===== src/rtl/rpcd_pkg.sv =====
package rpcd_pkg;

  // Default header size of a connection-oriented PDU
  localparam int HEADER_BYTES_DEF = 16;

  localparam logic [7:0] EXPECTED_VERSION_RST = 8'd5;

  // Header byte positions
  localparam logic [15:0] VER_POS    = 16'd0;
  localparam logic [15:0] FLAG_POS   = 16'd3;
  localparam logic [15:0] DREP_POS   = 16'd4;
  localparam logic [15:0] LEN_LO_POS = 16'd8;
  localparam logic [15:0] LEN_HI_POS = 16'd9;

  // First and last fragment flags
  localparam logic [7:0] FRAG_MASK = 8'h03;
  // Little-endian integer representation
  localparam logic [7:0] DREP_LE   = 8'h10;

  typedef enum logic [2:0] {
    ST_BUSY    = 3'd0,
    ST_DONE    = 3'd1,
    ST_ZERO    = 3'd2,
    ST_VER_ERR = 3'd3,
    ST_DROP    = 3'd4
  } status_t;

  typedef struct packed {
    logic [7:0] stream_byte;
    logic       gap_seen;
    logic       segment_last;
  } in_item_t;

  typedef struct packed {
    logic [7:0]  out_byte;
    logic [15:0] byte_offset;
    logic [15:0] pdu_length;
    logic        fragmented;
    logic        header_done;
    status_t     status;
    logic        segment_end;
  } out_item_t;

endpackage


===== src/rtl/rpcd_in_if.sv =====
interface rpcd_in_if;
  logic       valid;
  logic       ready;
  logic [7:0] stream_byte;
  logic       gap_seen;
  logic       segment_last;

  modport source (output valid, output stream_byte, output gap_seen, output segment_last,
                  input ready);
  modport sink (input valid, input stream_byte, input gap_seen, input segment_last,
                output ready);
endinterface


===== src/rtl/rpcd_out_if.sv =====
interface rpcd_out_if;
  logic              valid;
  logic              ready;
  logic [7:0]        out_byte;
  logic [15:0]       byte_offset;
  logic [15:0]       pdu_length;
  logic              fragmented;
  logic              header_done;
  rpcd_pkg::status_t status;
  logic              segment_end;

  modport source (output valid, output out_byte, output byte_offset, output pdu_length,
                  output fragmented, output header_done, output status,
                  output segment_end, input ready);
  modport sink (input valid, input out_byte, input byte_offset, input pdu_length,
                input fragmented, input header_done, input status, input segment_end,
                output ready);
endinterface


===== src/rtl/rpcd_cfg_if.sv =====
interface rpcd_cfg_if;
  logic       valid;
  logic       ready;
  logic [7:0] expected_version;

  modport source (output valid, output expected_version, input ready);
  modport sink (input valid, input expected_version, output ready);
endinterface


===== src/rtl/rpcd_step.sv =====
module rpcd_step #(
  parameter int HEADER_BYTES = rpcd_pkg::HEADER_BYTES_DEF
) (
  input  logic                clk,
  input  logic                rst,
  input  logic                step,
  input  rpcd_pkg::in_item_t  item,
  input  logic [7:0]          expected_version,
  output rpcd_pkg::out_item_t result
);

  localparam logic [15:0] HDR_LEN = 16'(HEADER_BYTES);

  logic [15:0] byte_count, byte_count_next;
  logic [15:0] frame_length, frame_length_next;
  logic [7:0]  version_byte, version_byte_next;
  logic [7:0]  flag_byte, flag_byte_next;
  logic [7:0]  drep_byte, drep_byte_next;
  logic [7:0]  length_low_byte, length_low_byte_next;
  logic        skipping, skipping_next;
  logic        frag_flag, frag_flag_next;

  logic        take;
  logic [15:0] count_inc;

  assign take      = !skipping && !item.gap_seen;
  assign count_inc = byte_count + 16'd1;

  always_comb begin
    byte_count_next      = byte_count;
    frame_length_next    = frame_length;
    version_byte_next    = version_byte;
    flag_byte_next       = flag_byte;
    drep_byte_next       = drep_byte;
    length_low_byte_next = length_low_byte;
    skipping_next        = skipping;
    frag_flag_next       = frag_flag;

    result.out_byte    = item.stream_byte;
    result.segment_end = item.segment_last;
    result.byte_offset = '0;
    result.pdu_length  = '0;
    result.fragmented  = 1'b0;
    result.header_done = 1'b0;
    result.status      = rpcd_pkg::ST_DROP;

    if (take) begin
      result.byte_offset = byte_count;
      byte_count_next    = count_inc;
      result.status      = rpcd_pkg::ST_BUSY;
      if (byte_count < HDR_LEN) begin
        // capture the header fields we care about
        case (byte_count)
          rpcd_pkg::VER_POS:    version_byte_next    = item.stream_byte;
          rpcd_pkg::FLAG_POS:   flag_byte_next       = item.stream_byte;
          rpcd_pkg::DREP_POS:   drep_byte_next       = item.stream_byte;
          rpcd_pkg::LEN_LO_POS: length_low_byte_next = item.stream_byte;
          rpcd_pkg::LEN_HI_POS: begin
            if ((drep_byte & rpcd_pkg::DREP_LE) != 8'd0) begin
              frame_length_next = {item.stream_byte, length_low_byte};
            end else begin
              frame_length_next = {length_low_byte, item.stream_byte};
            end
          end
          default: ;
        endcase
        if (count_inc == HDR_LEN) begin
          result.header_done = 1'b1;
          if (version_byte_next != expected_version) begin
            skipping_next     = 1'b1;
            frame_length_next = '0;
            frag_flag_next    = 1'b0;
            result.status     = rpcd_pkg::ST_VER_ERR;
          end else begin
            frag_flag_next    = (flag_byte_next & rpcd_pkg::FRAG_MASK) != rpcd_pkg::FRAG_MASK;
            result.pdu_length = frame_length_next;
            result.fragmented = frag_flag_next;
            if (frame_length_next == 16'd0) begin
              result.status     = rpcd_pkg::ST_ZERO;
              byte_count_next   = '0;
              frame_length_next = '0;
              frag_flag_next    = 1'b0;
            end else if (frame_length_next <= HDR_LEN) begin
              result.status     = rpcd_pkg::ST_DONE;
              byte_count_next   = '0;
              frame_length_next = '0;
              frag_flag_next    = 1'b0;
            end
          end
        end
      end else begin
        // body byte
        result.pdu_length = frame_length;
        result.fragmented = frag_flag;
        if (count_inc >= frame_length) begin
          result.status     = rpcd_pkg::ST_DONE;
          byte_count_next   = '0;
          frame_length_next = '0;
          frag_flag_next    = 1'b0;
        end
      end
    end
  end

  always_ff @(posedge clk) begin
    if (rst) begin
      byte_count      <= '0;
      frame_length    <= '0;
      version_byte    <= '0;
      flag_byte       <= '0;
      drep_byte       <= '0;
      length_low_byte <= '0;
      skipping        <= 1'b0;
      frag_flag       <= 1'b0;
    end else if (step) begin
      byte_count      <= byte_count_next;
      frame_length    <= frame_length_next;
      version_byte    <= version_byte_next;
      flag_byte       <= flag_byte_next;
      drep_byte       <= drep_byte_next;
      length_low_byte <= length_low_byte_next;
      skipping        <= skipping_next;
      frag_flag       <= frag_flag_next;
    end
  end

endmodule


===== src/rtl/rpc_pdu_stream_deframer.sv =====
// Channel  Dir  Payload                                              Handshake
// src      in   stream_byte[8] gap_seen segment_last                 valid/ready
// dst      out  out_byte[8] byte_offset[16] pdu_length[16]
//               fragmented header_done status[3] segment_end         valid/ready
// cfg      in   expected_version[8]                                  valid/ready
//
// One byte per clock sustained while dst is ready. Each byte passes the input register,
// then the header/body step logic into the result register, which drives dst.valid.
// rst is synchronous: PDU state clears, expected_version returns to 5.
// A stall on dst holds the result register; the input register still takes one
// more byte, then src.ready drops until dst frees up.
// cfg is always ready; a write lands on the next edge.

module rpc_pdu_stream_deframer #(
  parameter int HEADER_BYTES = rpcd_pkg::HEADER_BYTES_DEF
) (
  input  logic        clk,
  input  logic        rst,
  rpcd_in_if.sink     src,
  rpcd_out_if.source  dst,
  rpcd_cfg_if.sink    cfg
);

  // Configuration register
  logic [7:0] expected_version;

  assign cfg.ready = 1'b1;

  always_ff @(posedge clk) begin
    if (rst) begin
      expected_version <= rpcd_pkg::EXPECTED_VERSION_RST;
    end else if (cfg.valid) begin
      expected_version <= cfg.expected_version;
    end
  end

  // Input register
  logic                s1_valid;
  rpcd_pkg::in_item_t  s1_item;

  // Result register
  logic                out_valid;
  rpcd_pkg::out_item_t out_item;

  logic                out_free;
  logic                advance;
  rpcd_pkg::out_item_t res;

  assign out_free  = !out_valid || dst.ready;
  assign advance   = s1_valid && out_free;
  assign src.ready = !s1_valid || out_free;

  always_ff @(posedge clk) begin
    if (rst) begin
      s1_valid <= 1'b0;
    end else if (src.valid && src.ready) begin
      s1_valid <= 1'b1;
    end else if (advance) begin
      s1_valid <= 1'b0;
    end
  end

  always_ff @(posedge clk) begin
    if (src.valid && src.ready) begin
      s1_item.stream_byte  <= src.stream_byte;
      s1_item.gap_seen     <= src.gap_seen;
      s1_item.segment_last <= src.segment_last;
    end
  end

  // PDU tracking: header capture, length decode, body count.
  // State moves only when a byte goes into the result register.
  rpcd_step #(
    .HEADER_BYTES (HEADER_BYTES)
  ) u_step (
    .clk              (clk),
    .rst              (rst),
    .step             (advance),
    .item             (s1_item),
    .expected_version (expected_version),
    .result           (res)
  );

  always_ff @(posedge clk) begin
    if (rst) begin
      out_valid <= 1'b0;
    end else if (advance) begin
      out_valid <= 1'b1;
    end else if (dst.ready) begin
      out_valid <= 1'b0;
    end
  end

  always_ff @(posedge clk) begin
    if (advance) begin
      out_item <= res;
    end
  end

  assign dst.valid       = out_valid;
  assign dst.out_byte    = out_item.out_byte;
  assign dst.byte_offset = out_item.byte_offset;
  assign dst.pdu_length  = out_item.pdu_length;
  assign dst.fragmented  = out_item.fragmented;
  assign dst.header_done = out_item.header_done;
  assign dst.status      = out_item.status;
  assign dst.segment_end = out_item.segment_end;

`ifndef NO_ASSERTIONS
  // a version error locks the block: the next stepped byte is dropped
  a_skip_after_err: assert property (@(posedge clk) disable iff (rst)
    advance && res.status == rpcd_pkg::ST_VER_ERR |=>
      !advance || res.status == rpcd_pkg::ST_DROP)
    else $error("byte taken after version error");

  // body end lands exactly on the last byte of the fragment
  a_body_end: assert property (@(posedge clk) disable iff (rst)
    advance && res.status == rpcd_pkg::ST_DONE && !res.header_done |->
      ({1'b0, res.byte_offset} + 17'd1) == {1'b0, res.pdu_length})
    else $error("PDU end off length");

  // a buffered byte is never overwritten while the result is stalled
  a_s1_hold: assert property (@(posedge clk) disable iff (rst)
    s1_valid && !advance |=> s1_valid && $stable(s1_item))
    else $error("input register lost a byte");

  a_out_hold: assert property (@(posedge clk) disable iff (rst)
    out_valid && !dst.ready |=> out_valid && $stable(out_item))
    else $error("result register lost a byte");
`endif

endmodule


===== src/flat_wrapper.sv =====
// flat-port wrapper written by rule: the top's interface ports become plain ports
module rpc_pdu_stream_deframer_flat 
#(
  parameter int HEADER_BYTES = rpcd_pkg::HEADER_BYTES_DEF
)
  (clk, rst, src_valid, src_stream_byte, src_gap_seen, src_segment_last, src_ready, dst_valid, dst_out_byte, dst_byte_offset, dst_pdu_length, dst_fragmented, dst_header_done, dst_status, dst_segment_end, dst_ready, cfg_valid, cfg_expected_version, cfg_ready);
  rpcd_in_if src_i ();
  rpcd_out_if dst_i ();
  rpcd_cfg_if cfg_i ();
  input  logic clk;
  input  logic rst;
  input wire logic [$bits(src_i.valid)-1:0] src_valid;
  input wire logic [$bits(src_i.stream_byte)-1:0] src_stream_byte;
  input wire logic [$bits(src_i.gap_seen)-1:0] src_gap_seen;
  input wire logic [$bits(src_i.segment_last)-1:0] src_segment_last;
  output wire logic [$bits(src_i.ready)-1:0] src_ready;
  output wire logic [$bits(dst_i.valid)-1:0] dst_valid;
  output wire logic [$bits(dst_i.out_byte)-1:0] dst_out_byte;
  output wire logic [$bits(dst_i.byte_offset)-1:0] dst_byte_offset;
  output wire logic [$bits(dst_i.pdu_length)-1:0] dst_pdu_length;
  output wire logic [$bits(dst_i.fragmented)-1:0] dst_fragmented;
  output wire logic [$bits(dst_i.header_done)-1:0] dst_header_done;
  output wire logic [$bits(dst_i.status)-1:0] dst_status;
  output wire logic [$bits(dst_i.segment_end)-1:0] dst_segment_end;
  input wire logic [$bits(dst_i.ready)-1:0] dst_ready;
  input wire logic [$bits(cfg_i.valid)-1:0] cfg_valid;
  input wire logic [$bits(cfg_i.expected_version)-1:0] cfg_expected_version;
  output wire logic [$bits(cfg_i.ready)-1:0] cfg_ready;
  assign src_i.valid = src_valid;
  assign src_i.stream_byte = src_stream_byte;
  assign src_i.gap_seen = src_gap_seen;
  assign src_i.segment_last = src_segment_last;
  assign src_ready = src_i.ready;
  assign dst_valid = dst_i.valid;
  assign dst_out_byte = dst_i.out_byte;
  assign dst_byte_offset = dst_i.byte_offset;
  assign dst_pdu_length = dst_i.pdu_length;
  assign dst_fragmented = dst_i.fragmented;
  assign dst_header_done = dst_i.header_done;
  assign dst_status = dst_i.status;
  assign dst_segment_end = dst_i.segment_end;
  assign dst_i.ready = dst_ready;
  assign cfg_i.valid = cfg_valid;
  assign cfg_i.expected_version = cfg_expected_version;
  assign cfg_ready = cfg_i.ready;
  rpc_pdu_stream_deframer #(.HEADER_BYTES(HEADER_BYTES)) u_core (.clk(clk), .rst(rst), .src(src_i), .dst(dst_i), .cfg(cfg_i));
endmodule

===== config.mk =====
export PLATFORM = sky130hd
export DESIGN_NAME = rpc_pdu_stream_deframer_flat
export DESIGN_NICKNAME = d
export VERILOG_FILES = /design/src/rtl/rpcd_pkg.sv /design/src/rtl/rpcd_in_if.sv /design/src/rtl/rpcd_out_if.sv /design/src/rtl/rpcd_cfg_if.sv /design/src/rtl/rpcd_step.sv /design/src/rtl/rpc_pdu_stream_deframer.sv /design/src/flat_wrapper.sv
export SDC_FILE = /design/constraint.sdc
export NUM_CORES = 1
export LEC_CHECK = 0
export BUFFER_PORTS_ARGS = -buffer_cell sky130_fd_sc_hd__buf_2
export CORE_UTILIZATION = 40
export DETAILED_ROUTE_END_ITERATION = 16
export PLACE_DENSITY = 0.59
export SLEW_MARGIN = 20
export SYNTH_ARGS = -nofsm -noshare
export SYNTH_HDL_FRONTEND = slang
export SYNTH_SLANG_ARGS = --single-unit

===== constraint.sdc =====
create_clock -name clk -period 3.2 [get_ports clk]
set_input_delay 0 -clock clk [delete_from_list [all_inputs] [get_ports clk]]
set_output_delay 0 -clock clk [all_outputs]
set_load 0.05 [all_outputs]

# [Yosys cells after proc, flatten, opt, wreduce, memory -nomap -nowiden]
# Index checks and enable logic that the tools add are counted.
[word_totals] reg_bits=123 output_inout_bits=49 wordCells=95
[classes] addsub=1 n_lt_le_gt_ge=3 eq_ne=8 muxes=40 n_reduce_logical=22
[op_table] op="16-bit 2-to-1 mux" count=16
[op_table] op="17-bit 2-to-1 mux" count=2
[op_table] op="16-bit by 4-bit equality test with 1-bit output (second input constant)" count=2
[op_table] op="16-bit logical NOT" count=2
[op_table] op="8-bit 2-to-1 mux" count=3
[op_table] op="21-bit 2-to-1 mux" count=1
[op_table] op="16-bit by 1-bit adder with 16-bit output (second input constant)" count=1
[op_table] op="16-bit by 2-bit equality test with 1-bit output (second input constant)" count=1
[op_table] op="16-bit by 3-bit equality test with 1-bit output (second input constant)" count=1
[op_table] op="16-bit by 5-bit equality test with 1-bit output (second input constant)" count=1
[op_table] op="16-bit >= comparator" count=1
[op_table] op="16-bit by 5-bit less-or-equal comparator with 1-bit output (second input constant)" count=1
[op_table] op="16-bit by 5-bit < comparator with 1-bit output (second input constant)" count=1
[op_table] op="1-bit 2-to-1 mux" count=12
[op_table] op="4-bit AND reduction" count=3
[op_table] op="2-bit 2-to-1 mux" count=5
[op_table] op="8-bit inequality test" count=1
[op_table] op="3-bit AND reduction" count=2
[op_table] op="2-bit nonzero test" count=3
[op_table] op="5-bit AND reduction" count=1
[op_table] op="1-bit logical NOT" count=4
[op_table] op="2-bit AND reduction" count=2
[op_table] op="1-bit logical AND" count=3
[op_table] op="3-bit 2-to-1 mux" count=1
[op_table] op="3 further kinds" count=4

# [Longest topological paths before layout]
# Gate-level depths: netlist of the first run.
[depth] word_depth=10 depth_mapped=16 ltp_nobuf=14

# [By module]
# From an unflattened synthesis of the first run, not the netlist that was laid out.
[unflattened] cells_unflattened=541 hier_area_um2=5968.2
[modules_own_cells] module="rpcd_step" n_inst=1 cells_per_inst=447 area_per_inst_um2=3897.5
[modules_own_cells] module="rpc_pdu_stream_deframer" n_inst=1 cells_per_inst=94 area_per_inst_um2=2070.7

# [Worst setup path after synthesis of the first run]
# OpenSTA, ideal clock, no wires.
[synth_timing] kind="flip-flop to flip-flop" startpoint="register u_core.out_valid, in the netlist u_core.dst.valid" endpoint="register u_core.u_step.frame_length[10]" arrival_ps=3266 required_ps=3130 slack_ps=-137 path_stages_with_launch=9 n_path_buf=2 cell_sequence="dfxtp_1 nand2b_1 and2_1 nand2_1 or3_1 or2_1 buf_1 clkbuf_1 o2bb2ai_1"
[synth_between] elab_chain_cells=4
[synth_lines] element="from (decl)" line_no="rpc_pdu_stream_deframer.sv:42" rtl="logic out_valid;"
[synth_lines] element="from (signal assigned)" line_no="rpc_pdu_stream_deframer.sv:86" rtl="out_valid <= 1'b0;"
[synth_lines] element="from (signal assigned)" line_no="rpc_pdu_stream_deframer.sv:88" rtl="out_valid <= 1'b1;"
[synth_lines] element="from (signal assigned)" line_no="rpc_pdu_stream_deframer.sv:90" rtl="out_valid <= 1'b0;"
[synth_lines] element="1-bit logical NOT" line_no="rpc_pdu_stream_deframer.sv:49" rtl="assign out_free = !out_valid || dst.ready;"
[synth_lines] element="1-bit logical OR" line_no="rpc_pdu_stream_deframer.sv:49"
[synth_lines] element="1-bit logical AND" line_no="rpc_pdu_stream_deframer.sv:50" rtl="assign advance = s1_valid && out_free;"
[synth_lines] element="via u_core.advance" line_no="rpc_pdu_stream_deframer.sv:46" rtl="logic advance;"
[synth_lines] element="3-bit AND reduction (no source line)"
[synth_lines] element="to (signal assigned)" line_no="rpcd_step.sv:117" rtl="frame_length <= frame_length_next;"
[synth_lines] element="to (decl)" line_no="rpcd_step.sv:15" rtl="logic [15:0] frame_length, frame_length_next;"
# The timed path passes the listed nets, and every way through them passes these cells.
# A chain may end at the register's enable or synchronous reset.

# [Worst setup path after layout of the first run]
[layout_timing] startpoint="register u_core.u_step.byte_count[11]" endpoint="register u_core.u_step.byte_count[12]"
[layout_between] elab_chain_cells=10 elab_cells_between_ends=21 cone_classes="1 x add/sub; 3 x order compare; 3 x eq/ne; 12 x mux; 2 x reduce/logical"
[layout_lines] element="from (decl)" line_no="rpcd_step.sv:14" rtl="logic [15:0] byte_count, byte_count_next;"
[layout_lines] element="from (signal assigned)" line_no="rpcd_step.sv:116" rtl="byte_count <= byte_count_next;"
[layout_lines] element="16-bit by 4-bit equality test with 1-bit output" line_no="rpcd_step.sv:53" rtl="case (byte_count)"
[layout_lines] element="16-bit 2-to-1 mux" line_no="rpcd_step.sv:53"
[layout_lines] element="16-bit 2-to-1 mux" line_no="rpcd_step.sv:51" rtl="if (byte_count < HDR_LEN) begin"
[layout_lines] element="16-bit 2-to-1 mux" line_no="rpcd_step.sv:47" rtl="if (take) begin"
[layout_lines] element="16-bit by 5-bit less-or-equal comparator with 1-bit output" line_no="rpcd_step.sv:83" rtl="end else if (frame_length_next <= HDR_LEN) begin"
[layout_lines] element="16-bit 2-to-1 mux" line_no="rpcd_step.sv:83"
[layout_lines] element="16-bit 2-to-1 mux" line_no="rpcd_step.sv:78" rtl="if (frame_length_next == 16'd0) begin"
[layout_lines] element="16-bit 2-to-1 mux" line_no="rpcd_step.sv:69" rtl="if (version_byte_next != expected_version) begin"
[layout_lines] element="16-bit 2-to-1 mux" line_no="rpcd_step.sv:67" rtl="if (count_inc == HDR_LEN) begin"
[layout_lines] element="16-bit 2-to-1 mux *" line_no="rpcd_step.sv:51"
# Mark *: on every way between the ends. The rest lies on a longest branch, timed or not. The select of a mux whose other input is x is not followed.

==> results of run 1 <==
[logic make-up (layout without fill, tap and decap cells)]
logic type	count (synthesis)	count (layout)	synth area share, %
and+or+nand+nor	208	208	19.75
muxes	48	48	8.256
adders and majority gates	19	19	4.075
buffers and inverters	51	192	3.731
xor gates and xnor gates	30	30	4.504
AOI/OAI and AO/OA	72	72	9.179
other	1	1	0.06427
DFF	119	119	50.44
[registers in the layout, summed over array words and instances, names as in the netlist, 10 cells and up]
name / flops
u_core.u_step.byte_count: 16
u_core.u_step.frame_length: 16
u_core.dst.byte_offset: 16
u_core.dst.pdu_length: 16
u_core.s1_item: 10
[cells in the final DEF, fill, tap and decap left out, types with 18 or more instances in the layout]
cell and count:
inv_1 18, and2_1 32, xor2_1 18, mux2i_1 47, dlygate4sd3_1 29, ha_1 18, nor2_1 65, clkbuf_16 18
edfxtp_1 56, dfxtp_1 59, nand2_1 20, buf_2 71, buf_4 40
[worst register-to-register path, stage by stage, from the launching register on]
cell,delay [ns]
dfxtp_1,0.37
nand4_2,0.25
nor3_4,0.24
and3_4,0.21
xor2_2,0.20
ha_1,0.28
nand4_1,0.10
buf_4,0.12
nor3_1,0.05
a2111oi_2,0.35
buf_4,0.20
a21oi_4,0.07
buf_2,0.19
nor4b_2,0.25
a21oi_1,0.06
nor2_1,0.09
[power breakdown]
group | total (mW) | leakage (nW) | switching [mW] | internal (mW)
sequential | 1.67 | 1.04 | 0.0319 | 1.64
clock | 1.83 | 0.271 | 0.641 | 1.19
combinational | 0.294 | 1.82 | 0.193 | 0.101
total | 3.79 | 3.13 | 0.865 | 2.93
[metal layers]
layer,wire [µm],up-vias,track usage [%]
met5,0,-,0
met4,286,0,8.613
met3,722,16,4.600
met2,6553,131,32.13
met1,6448,2146,25.59
li1,-,2216,-
[path summary, 6_finish.rpt]
check                                 end  slack, ns  cells past startpoint                    startpoint
max          u_core.u_step.byte_count[12]       0.12                     15  u_core.u_step.byte_count[11]
min            u_core.expected_version[4]       0.03                      3                     cfg_valid
max reg2reg  u_core.u_step.byte_count[12]       0.12                     15  u_core.u_step.byte_count[11]
min reg2reg        u_core.dst.segment_end       0.43                      0             u_core.s1_item[0]
[stage by stage]
| step | worst slack [ns] | cells | area (µm²) | total power [mW] |
|---|---|---|---|---|
| 3_5_place_dp | -0.06588 | 804 | 6561 | 1.961 |
| 4_1_cts | 0.05456 | 867 | 7440 | 3.835 |
| 5_1_grt | -0.09418 | 869 | 7525 | 3.930 |
| 2_1_floorplan | -0.03087 | 548 | 5848 | 1.884 |
| 6_report | 0.1201 | 869 | 7525 | 3.792 |
| 3_3_place_gp | 0.06927 | 804 | 6561 | 1.956 |
[cell type report]
cell class	instances	share of cell area [%]
sequential	119	39.21
multi-input combinational	378	36.55
timing repair buffer	141	12.72
clock buffer	24	6.285
tap	180	2.993
clock inverter	8	1.297
inverter	19	0.9478
[repair_timing]
action | 4_1_cts | 5_1_grt
gates cloned | 0 | 1
hold buffers | 29 | 0
gates resized for setup | 2 | 16
buffers inserted | 2 | 1
setup endpoints to repair | 18 | 33
pin swaps | 1 | 3
endpoints found under the hold margin | 31 | 0
==> summary.md, run 1 <==
| Metric | Value |
|---|---|
| Status | finished clean |
| Synth top area share | 28.82% |
| Skew-Pair Late Insertion Delay | ~0.4 ns |
| #FFs+latches synth | roughly 120 |
| Hold Crit Class | input pin to flop |
| Starting Density | between 40% and 50% |
| Most common library cells after synthesis | nor2_1 (66), dfxtp_1 (63), edfxtp_1 (56), mux2i_1 (47), and2_1 (33) |
| Register area | around 0.0030 mm² |
| Final hold violation count | 0 |
| CP Max Fanout | 6 |
| Top post-synthesis cells by area | edfxtp_1 (29%), dfxtp_1 (22%), mux2i_1 (8.1%) |
| TritonCTS clock tree | yes |
| DRC Markers | 0 |
| Syn-to-layout area delta | 28.97% |
| Yosys warning count | 0 |
| Slew Viols, Final | 0 |
| Number of synthesized flops with an enable pin | 56 |
| Max Cap Viol | 0 |
| Crit path max-delay cell type | dfxtp_1 |
| Layout Skew | 0.009935 ns |
| DP HPWL | between 9000 and 10000 µm |
| Worst Path Required | between 3 and 4 ns |
| Area of the mapped netlist | 0.005834 mm² |
| DRT iter0 DRCs | around 250 |
| Register area share after synthesis | a little over 50% |
| CP cell instances | nand4_2, nor3_4, and3_4, xor2_2, ha_1, nand4_1, buf_4, nor3_1, a2111oi_2, buf_4, a21oi_4, buf_2, nor4b_2, a21oi_1, nor2_1 |
| FMAX | 324.7 MHz |
| Share of cells above drive strength 1 | approximately 25% |
| Worst vdd ir | about 0.33 mV |
| PwrDens | about 500 mW/mm² |
| Critical Path Start Type | flop |
| Placer Congestion | between 0.8 and 0.9 |
| Die width | roughly 120 µm |
| Post-layout util | between 50% and 60% |
| Footprint of the multi-input gates | between 0.002 and 0.003 mm² |
| Routed WL per cell | 16.12 µm |
| Antenna Cells | 0 |
| Cell Rows | 43 |
| Num CTS Buffers | 17 |
| Leading area contributor after synthesis | edfxtp_1 |
| Final Cycle Share | 96.25% |
| Asr flop ratio synth | 0% |
| Gr ovfl total | 0 |
| I/O Buffers | 70 |
| Unrepaired setup endpoints after global routing | true |
| Slew headroom | about three fifths |
| Top-count cell post-synth | nor2_1 |
| Routed Wire Length | between 10000 and 15000 µm |
| ANT nets after route | 0 |
| Initial antenna violation count | 0 |
| Clock sinks | between 100 and 150 |
| Minimum clock period | ~3.1 ns |
| CTS max path bufs | 2 |
| CTS clk-pin slew, worst paths | around 0.050 ns |
| Syn Nets | 590 |
| Number of global-route vias before repair | ~4400 |
| Critical Path Most Common Cell | buf_4 |
| Die area | 0.01507 mm² |
| Distinct cell type count after synthesis | 68 |
| First-pass GRT wire length | between 20000 and 25000 µm |
| H-Tree Depth | 4 |
| Post-Synthesis Cells | about 550 |
| Synth Area per Inst | about 11 µm² |
| Critical path class | flop to flop |
| Top-Level Pins | between 70 and 80 |
| Setup TNS | 0 ns |
| Routed vias/inst | ~5.2 |
| Min Hold Slack | around 0.035 ns |
| CORE AREA | about 0.014 mm² |
| Fillers | around 1300 |
| Crit-path max cell delay | 0.37 ns |
| Critical path arrival | about 3.4 ns |
| Largest net degree at the start of global routing | 47 |
| Via count | roughly 4500 |
| Main synth FF type | dfxtp_1 |
| Leak | 3.128 nW |
| CTS Root Cell | clkbuf_16 |
| Element type at the critical path end | flop |
| Crit path max-delay family | simple AND/OR/NAND/NOR gates |
| GRT Resource Usage Total | around a fifth |
| Crit path buffers/inverters | 3 |
| Worst-margin pin slew | 0.5881 ns |
| Final Setup Violations | 0 |
| Nets | roughly 700 |
| Drt first pass iters | 5 |
| Die Ht | about 120 µm |
Power figures use the tool's default switching activity.
==> inputs of run 2 (changes only) <==
==> constraint.sdc (replaced) <==
create_clock -name clk -period 3.2 [get_ports clk]
set_input_delay 0.48 -clock clk [delete_from_list [all_inputs] [get_ports clk]]
set_output_delay 0.48 -clock clk [all_outputs]
set_load 0.05 [all_outputs]
==> run 2 against run 1 <==
Sequential share of layout area up 1.1 points; largest cell class unchanged; clock skew barely moved; global-route usage fell by 0.25 points; via count fell by 2.4%; sequential power is essentially flat; non-clock buffer count is 28 lower; total power increased by 4.2%; worst hold slack improved by 0.19 ns; first-iteration DRC count fell by 2.4%.
==> summary.md, run 2 (same netlist as run 1, synthesis figures left out) <==
| Metric | Value |
|---|---|
| Status | finished clean (unchanged) |
| Slew headroom | 60.41% (was 60.79%) |
| Layout Skew | 0.01011 ns (was 0.009935 ns) |
| Element type at the critical path end | flop (unchanged) |
| Share of cells above drive strength 1 | 26.17% (was 25.11%) |
| Die width | 122.8 µm (unchanged) |
| Worst-margin pin slew | 0.5939 ns (was 0.5881 ns) |
| ANT nets after route | 0 (unchanged) |
| Unrepaired setup endpoints after global routing | true (unchanged) |
| Crit-path max cell delay | 0.36 ns (was 0.37 ns) |
| Critical Path Most Common Cell | buf_4 (unchanged) |
| Die Ht | 122.8 µm (unchanged) |
| Most frequent cells in the layout | buf_2 (70), nor2_1 (65), dfxtp_1 (59) (was buf_2 (71), nor2_1 (65), dfxtp_1 (59)) |
| Leak | 3.074 nW (was 3.128 nW) |
| Critical path arrival | 3.38 ns (was 3.42 ns) |
| Worst vdd ir | 0.4442 mV (was 0.3254 mV) |
| Crit path buffers/inverters | 3 (unchanged) |
| Via count | 4401 (was 4509) |
| Worst Path Required | 3.56 ns (was 3.54 ns) |
| Post-layout util | 52.10% (was 53.59%) |
| Hold Crit Class | input pin to flop (unchanged) |
| Slew Viols, Final | 0 (unchanged) |
| Footprint of the multi-input gates | 0.002768 mm² (was 0.002750 mm²) |
| CTS clk-pin slew, worst paths | 0.05 ns (about the same) |
| Crit path max-delay family | simple AND/OR/NAND/NOR gates (unchanged) |
| Initial antenna violation count | 0 (unchanged) |
| Setup TNS | 0 ns (unchanged) |
| Placer Congestion | 0.8704 (was 0.8505) |
| Antenna Cells | 0 (unchanged) |
| CP cell instances | ha_1, nand3_2, nor3_4, and3_1, xor2_1, ha_1, nand4_1, buf_4, nor3_1, a2111oi_1, buf_4, a21oi_4, buf_4, nor4b_2, a22o_1 (was nand4_2, nor3_4, and3_4, xor2_2, ha_1, nand4_1, buf_4, nor3_1, a2111oi_2, buf_4, a21oi_4, buf_2, nor4b_2, a21oi_1, nor2_1) |
| I/O Buffers | 70 (unchanged) |
| PwrDens | 540.3 mW/mm² (was 503.9 mW/mm²) |
| Num CTS Buffers | 17 (unchanged) |
| Most common cell after layout, fill and taps aside | buf_2 (unchanged) |
| Number of global-route vias before repair | 4298 (was 4448) |
| Critical Path Start Type | flop (unchanged) |
| Final Setup Violations | 0 (unchanged) |
| Skew-Pair Late Insertion Delay | 0.42 ns (was 0.41 ns) |
| Drt first pass iters | 5 (unchanged) |
| Routed Wire Length | 13610 µm (was 14010 µm) |
| Crit path max-delay cell type | dfxtp_2 (was dfxtp_1) |
| TritonCTS clock tree | yes (unchanged) |
| Cell Rows | 43 (unchanged) |
| Final hold violation count | 0 (unchanged) |
| Routed vias/inst | 5.233 (was 5.189) |
| Fillers | 1265 (was 1263) |
| Starting Density | 41.55% (unchanged) |
| CTS max path bufs | 2 (unchanged) |
| CORE AREA | 0.01404 mm² (unchanged) |
| Final Cycle Share | 94.10% (was 96.25%) |
| DP HPWL | 9799 µm (was 9786 µm) |
| Largest net degree at the start of global routing | 47 (unchanged) |
| Register area | 0.002948 mm² (was 0.002950 mm²) |
| H-Tree Depth | 4 (unchanged) |
| Nets | 690 (was 718) |
| DRT iter0 DRCs | 240 (was 246) |
| Top-Level Pins | 72 (unchanged) |
| DRC Markers | 0 (unchanged) |
| Routed WL per cell | 16.18 µm (was 16.12 µm) |
| CP Max Fanout | 5 (was 6) |
| GRT Resource Usage Total | 19.72% (was 19.97%) |
| FMAX | 332.1 MHz (was 324.7 MHz) |
| Syn-to-layout area delta | 25.39% (was 28.97%) |
| CTS Root Cell | clkbuf_16 (unchanged) |
| Minimum clock period | 3.011 ns (was 3.080 ns) |
| # hold bufs at CTS | 0 (was 29) |
| Max Cap Viol | 0 (unchanged) |
| Gr ovfl total | 0 (unchanged) |
| Clock sinks | 119 (unchanged) |
| Min Hold Slack | 0.2293 ns (was 0.03499 ns) |
| Critical path class | flop to flop (unchanged) |
| Die area | 0.01507 mm² (unchanged) |
| First-pass GRT wire length | 21960 µm (was 22370 µm) |
==> run 2: cell count changes in the layout (fill, tap and decap cells not counted), moves of 2 or more <==
cell           before  now
dlygate4sd3_1      29    0
buf_4              40   42
bufinv_16           2    4
clkinvlp_4          2    0
==> run 2: timing repair <==
item                                    in CTS  in global routing
pin swaps                                    1                  3
endpoints found under the setup margin      17                 34
buffers inserted                             2                  1
resized for setup                            1                 19
==> run 2: path summary, 6_finish.rpt <==
check / from / end / slack (ns) / cells past startpoint
max: u_core.u_step.byte_count[1] / u_core.u_step.byte_count[4] / 0.19 / 15
min: src_stream_byte[2] / u_core.s1_item[4] / 0.23 / 1
max reg2reg: u_core.u_step.byte_count[1] / u_core.u_step.byte_count[4] / 0.19 / 15
min reg2reg: u_core.s1_item[0] / u_core.dst.segment_end / 0.43 / 0
==> run 2: metal layers <==
layer,GRT usage (%),vias to the layer above,wire (µm)
li1,-,2166,-
met1,25.83,2083,6286
met2,30.62,127,6200
met3,4.740,25,763
met4,9.146,0,359
met5,0,-,0
==> run 2: stage by stage <==
step | power [mW] | worst slack [ns] | instances | instance area [µm²]
finish | 3.953 | 0.1887 | 841 | 7316
global route | 4.076 | -0.01279 | 841 | 7316
CTS | 3.986 | 0.02815 | 840 | 7219
detailed placement | 1.962 | -0.04977 | 806 | 6576
global placement | 1.956 | 0.07426 | 806 | 6576
floorplan | 1.884 | -0.03087 | 548 | 5848
==> run 2: power breakdown <==
part / switching (mW) / internal, mW / total (mW)
combinational: 0.187 / 0.0758 / 0.263
sequential: 0.0316 / 1.64 / 1.67
clock: 0.652 / 1.37 / 2.02
==> run 2: layout make-up <==
type	count	area share, %
clock buffer	24	6.602
clock inverter	8	1.967
inverter	19	0.9749
multi-input combinational	378	37.83
sequential	119	40.29
tap	180	3.079
timing repair buffer	113	9.253
==> inputs of run 3 (changes only) <==
--- a/config.mk
+++ b/config.mk
@@ -6,9 +6,9 @@
 export NUM_CORES = 1
 export LEC_CHECK = 0
 export BUFFER_PORTS_ARGS = -buffer_cell sky130_fd_sc_hd__buf_2
-export CORE_UTILIZATION = 40
+export CORE_UTILIZATION = 45
 export DETAILED_ROUTE_END_ITERATION = 16
-export PLACE_DENSITY = 0.59
+export PLACE_DENSITY = 0.65
 export SLEW_MARGIN = 20
 export SYNTH_ARGS = -nofsm -noshare
 export SYNTH_HDL_FRONTEND = slang
==> run 3 against run 2 <==
Critical path depth down 2; cell area down 0.24%; cell count is 0.83% lower; critical path type unchanged; largest cell class unchanged.
==> summary.md, run 3 (same netlist as run 1, synthesis figures left out) <==
| Metric | Value |
|---|---|
| Critical Path Start Type | flop (unchanged) |
| Dpl cell area | 0.006609 mm² (was 0.006576 mm²) |
| Die Ht | 115.9 µm (was 122.8 µm) |
| Placer Congestion | 0.8678 (was 0.8704) |
| Placed Cells | 802 (was 806) |
| Critical path class | flop to flop (unchanged) |
| Number of global-route vias before repair | 4289 (was 4298) |
| Layout Skew | 0.007901 ns (was 0.01011 ns) |
| Cell area after layout | 0.007298 mm² (was 0.007316 mm²) |
| CTS clk-pin slew, worst paths | 0.05 ns (about the same) |
| Worst setup margin | 0.1566 ns (was 0.1887 ns) |
| Final Cycle Share | 95.11% (was 94.10%) |
| DP Worst Slack | 0.01281 ns (was -0.04977 ns) |
| Starting Density | 46.23% (was 41.55%) |
| PwrDens | 553.7 mW/mm² (was 540.3 mW/mm²) |
| GRT Resource Usage Total | 21.95% (was 19.72%) |
| Cell Rows | 41 (was 43) |
| Worst vdd ir | 0.4220 mV (was 0.4442 mV) |
| Hold Crit Class | input pin to flop (unchanged) |
| Antenna Cells | 0 (unchanged) |
| Element type at the critical path end | flop (unchanged) |
| Routed Wire Length | 13560 µm (was 13610 µm) |
| DP HPWL | 9829 µm (was 9799 µm) |
| FMAX | 328.6 MHz (was 332.1 MHz) |
| Die width | 115.9 µm (was 122.8 µm) |
| Slew headroom | 60.01% (was 60.41%) |
| HP Start | src_stream_byte[4] (was src_stream_byte[2]) |
| Minimum clock period | 3.043 ns (was 3.011 ns) |
| Worst Path Required | 3.51 ns (was 3.56 ns) |
| DRC Markers | 0 (unchanged) |
| R2r setup slk | 0.16 ns (was 0.19 ns) |
| Final hold violation count | 0 (unchanged) |
| Clock sinks | 119 (unchanged) |
| Share of cells above drive strength 1 | 25.68% (was 26.17%) |
| Most common cell after layout, fill and taps aside | buf_2 (unchanged) |
| Leak | 3.070 nW (was 3.074 nW) |
| Routed vias/inst | 5.317 (was 5.233) |
| ANT nets after route | 0 (unchanged) |
| Syn-to-layout area delta | 25.09% (was 25.39%) |
| Largest net degree at the start of global routing | 47 (unchanged) |
| Most frequent cells in the layout | buf_2 (70), nor2_1 (65), dfxtp_1 (62) (was buf_2 (70), nor2_1 (65), dfxtp_1 (59)) |
| TritonCTS clock tree | yes (unchanged) |
| Routed WL per cell | 16.26 µm (was 16.18 µm) |
| I/O Buffers | 70 (unchanged) |
| First-pass GRT wire length | 21720 µm (was 21960 µm) |
| Drt first pass iters | 5 (unchanged) |
| CTS max path bufs | 2 (unchanged) |
| Final Setup Violations | 0 (unchanged) |
| Nets | 691 (was 690) |
| Fin cells | 834 (was 841) |
| Via count | 4434 (was 4401) |
| Skew-Pair Late Insertion Delay | 0.42 ns (about the same) |
| Initial antenna violation count | 0 (unchanged) |
| H-Tree Depth | 4 (unchanged) |
| Worst r2r src | u_core.u_step.byte_count[0] (was u_core.u_step.byte_count[1]) |
| CTS Root Cell | clkbuf_16 (unchanged) |
| Setup TNS | 0 ns (unchanged) |
| Worst-margin pin slew | 0.5999 ns (was 0.5939 ns) |
| Worst Setup SP | u_core.u_step.byte_count[0] (was u_core.u_step.byte_count[1]) |
| Top-Level Pins | 72 (unchanged) |
| CP Max Fanout | 15 (was 5) |
| Unrepaired setup endpoints after global routing | true (unchanged) |
| Min Hold Slack | 0.2356 ns (was 0.2293 ns) |
| Num CTS Buffers | 17 (unchanged) |
| Max Cap Viol | 0 (unchanged) |
| Critical path arrival | 3.35 ns (was 3.38 ns) |
| DRT iter0 DRCs | 237 (was 240) |
| Slew Viols, Final | 0 (unchanged) |
| Status | finished clean (unchanged) |
| Gr ovfl total | 0 (unchanged) |
| CORE AREA | 0.01262 mm² (was 0.01404 mm²) |
| Die area | 0.01342 mm² (was 0.01507 mm²) |
run 3: power by group:
part	internal [mW]	switching (mW)
combinational	0.0728	0.185
sequential	1.64	0.0308
clock	1.46	0.652
run 3: worst paths after layout:
| kind | end | cells past startpoint |
|---|---|---|
| setup / recovery | u_core.u_step.frame_length[7] | 13 |
| setup reg to reg | u_core.u_step.frame_length[7] | 13 |
| hold reg to reg | u_core.dst.segment_end | 0 |
| hold / removal | u_core.s1_item[6] | 1 |
run 3: what timing repair did:
item	CTS	global route
hold buffers	0	0
gates cloned	0	0
resized for setup	2	5
endpoints found under the setup margin	2	31
buffers inserted	0	0
pin swaps	0	2
run 3: cell type report:
| cell class | instances | area [µm²] |
|---|---|---|
| Clock buffer | 24 | 491.7 |
| Clock inverter | 8 | 167.7 |
| Fill cell | 1108 | 5321 |
| Inverter | 19 | 71.32 |
| Multi-Input combinational cell | 378 | 2715 |
| Sequential cell | 119 | 2944 |
| Tap cell | 172 | 215.2 |
| Timing Repair Buffer | 114 | 693.2 |
run 3: metal layers:
layer,share of wire [%],track usage [%],vias up
met2,46,34.48,131
met4,2.9,11.45,0
met1,46,27.81,2097
met5,0,0,-
li1,-,-,2171
met3,4.8,5.753,35
run 3: through the flow:
stage	utilization, %	power [mW]
2_1_floorplan	-	1.884
3_3_place_gp	52.37	1.955
3_5_place_dp	52.37	1.960
4_1_cts	57.67	4.084
5_1_grt	57.83	4.167
6_report	57.83	4.041
run 3: critical path: stages (launching register included):
cell and delay, ns:
dfxtp_1 0.36, ha_1 0.20, nand3_2 0.14, nor3_4 0.14
and3_1 0.19, xor2_1 0.10, ha_1 0.31, nand4_1 0.13
nor2_1 0.15, nand3_1 0.09, o32a_1 0.39, a31oi_2 0.27
o32ai_4 0.22, a32o_1 0.25
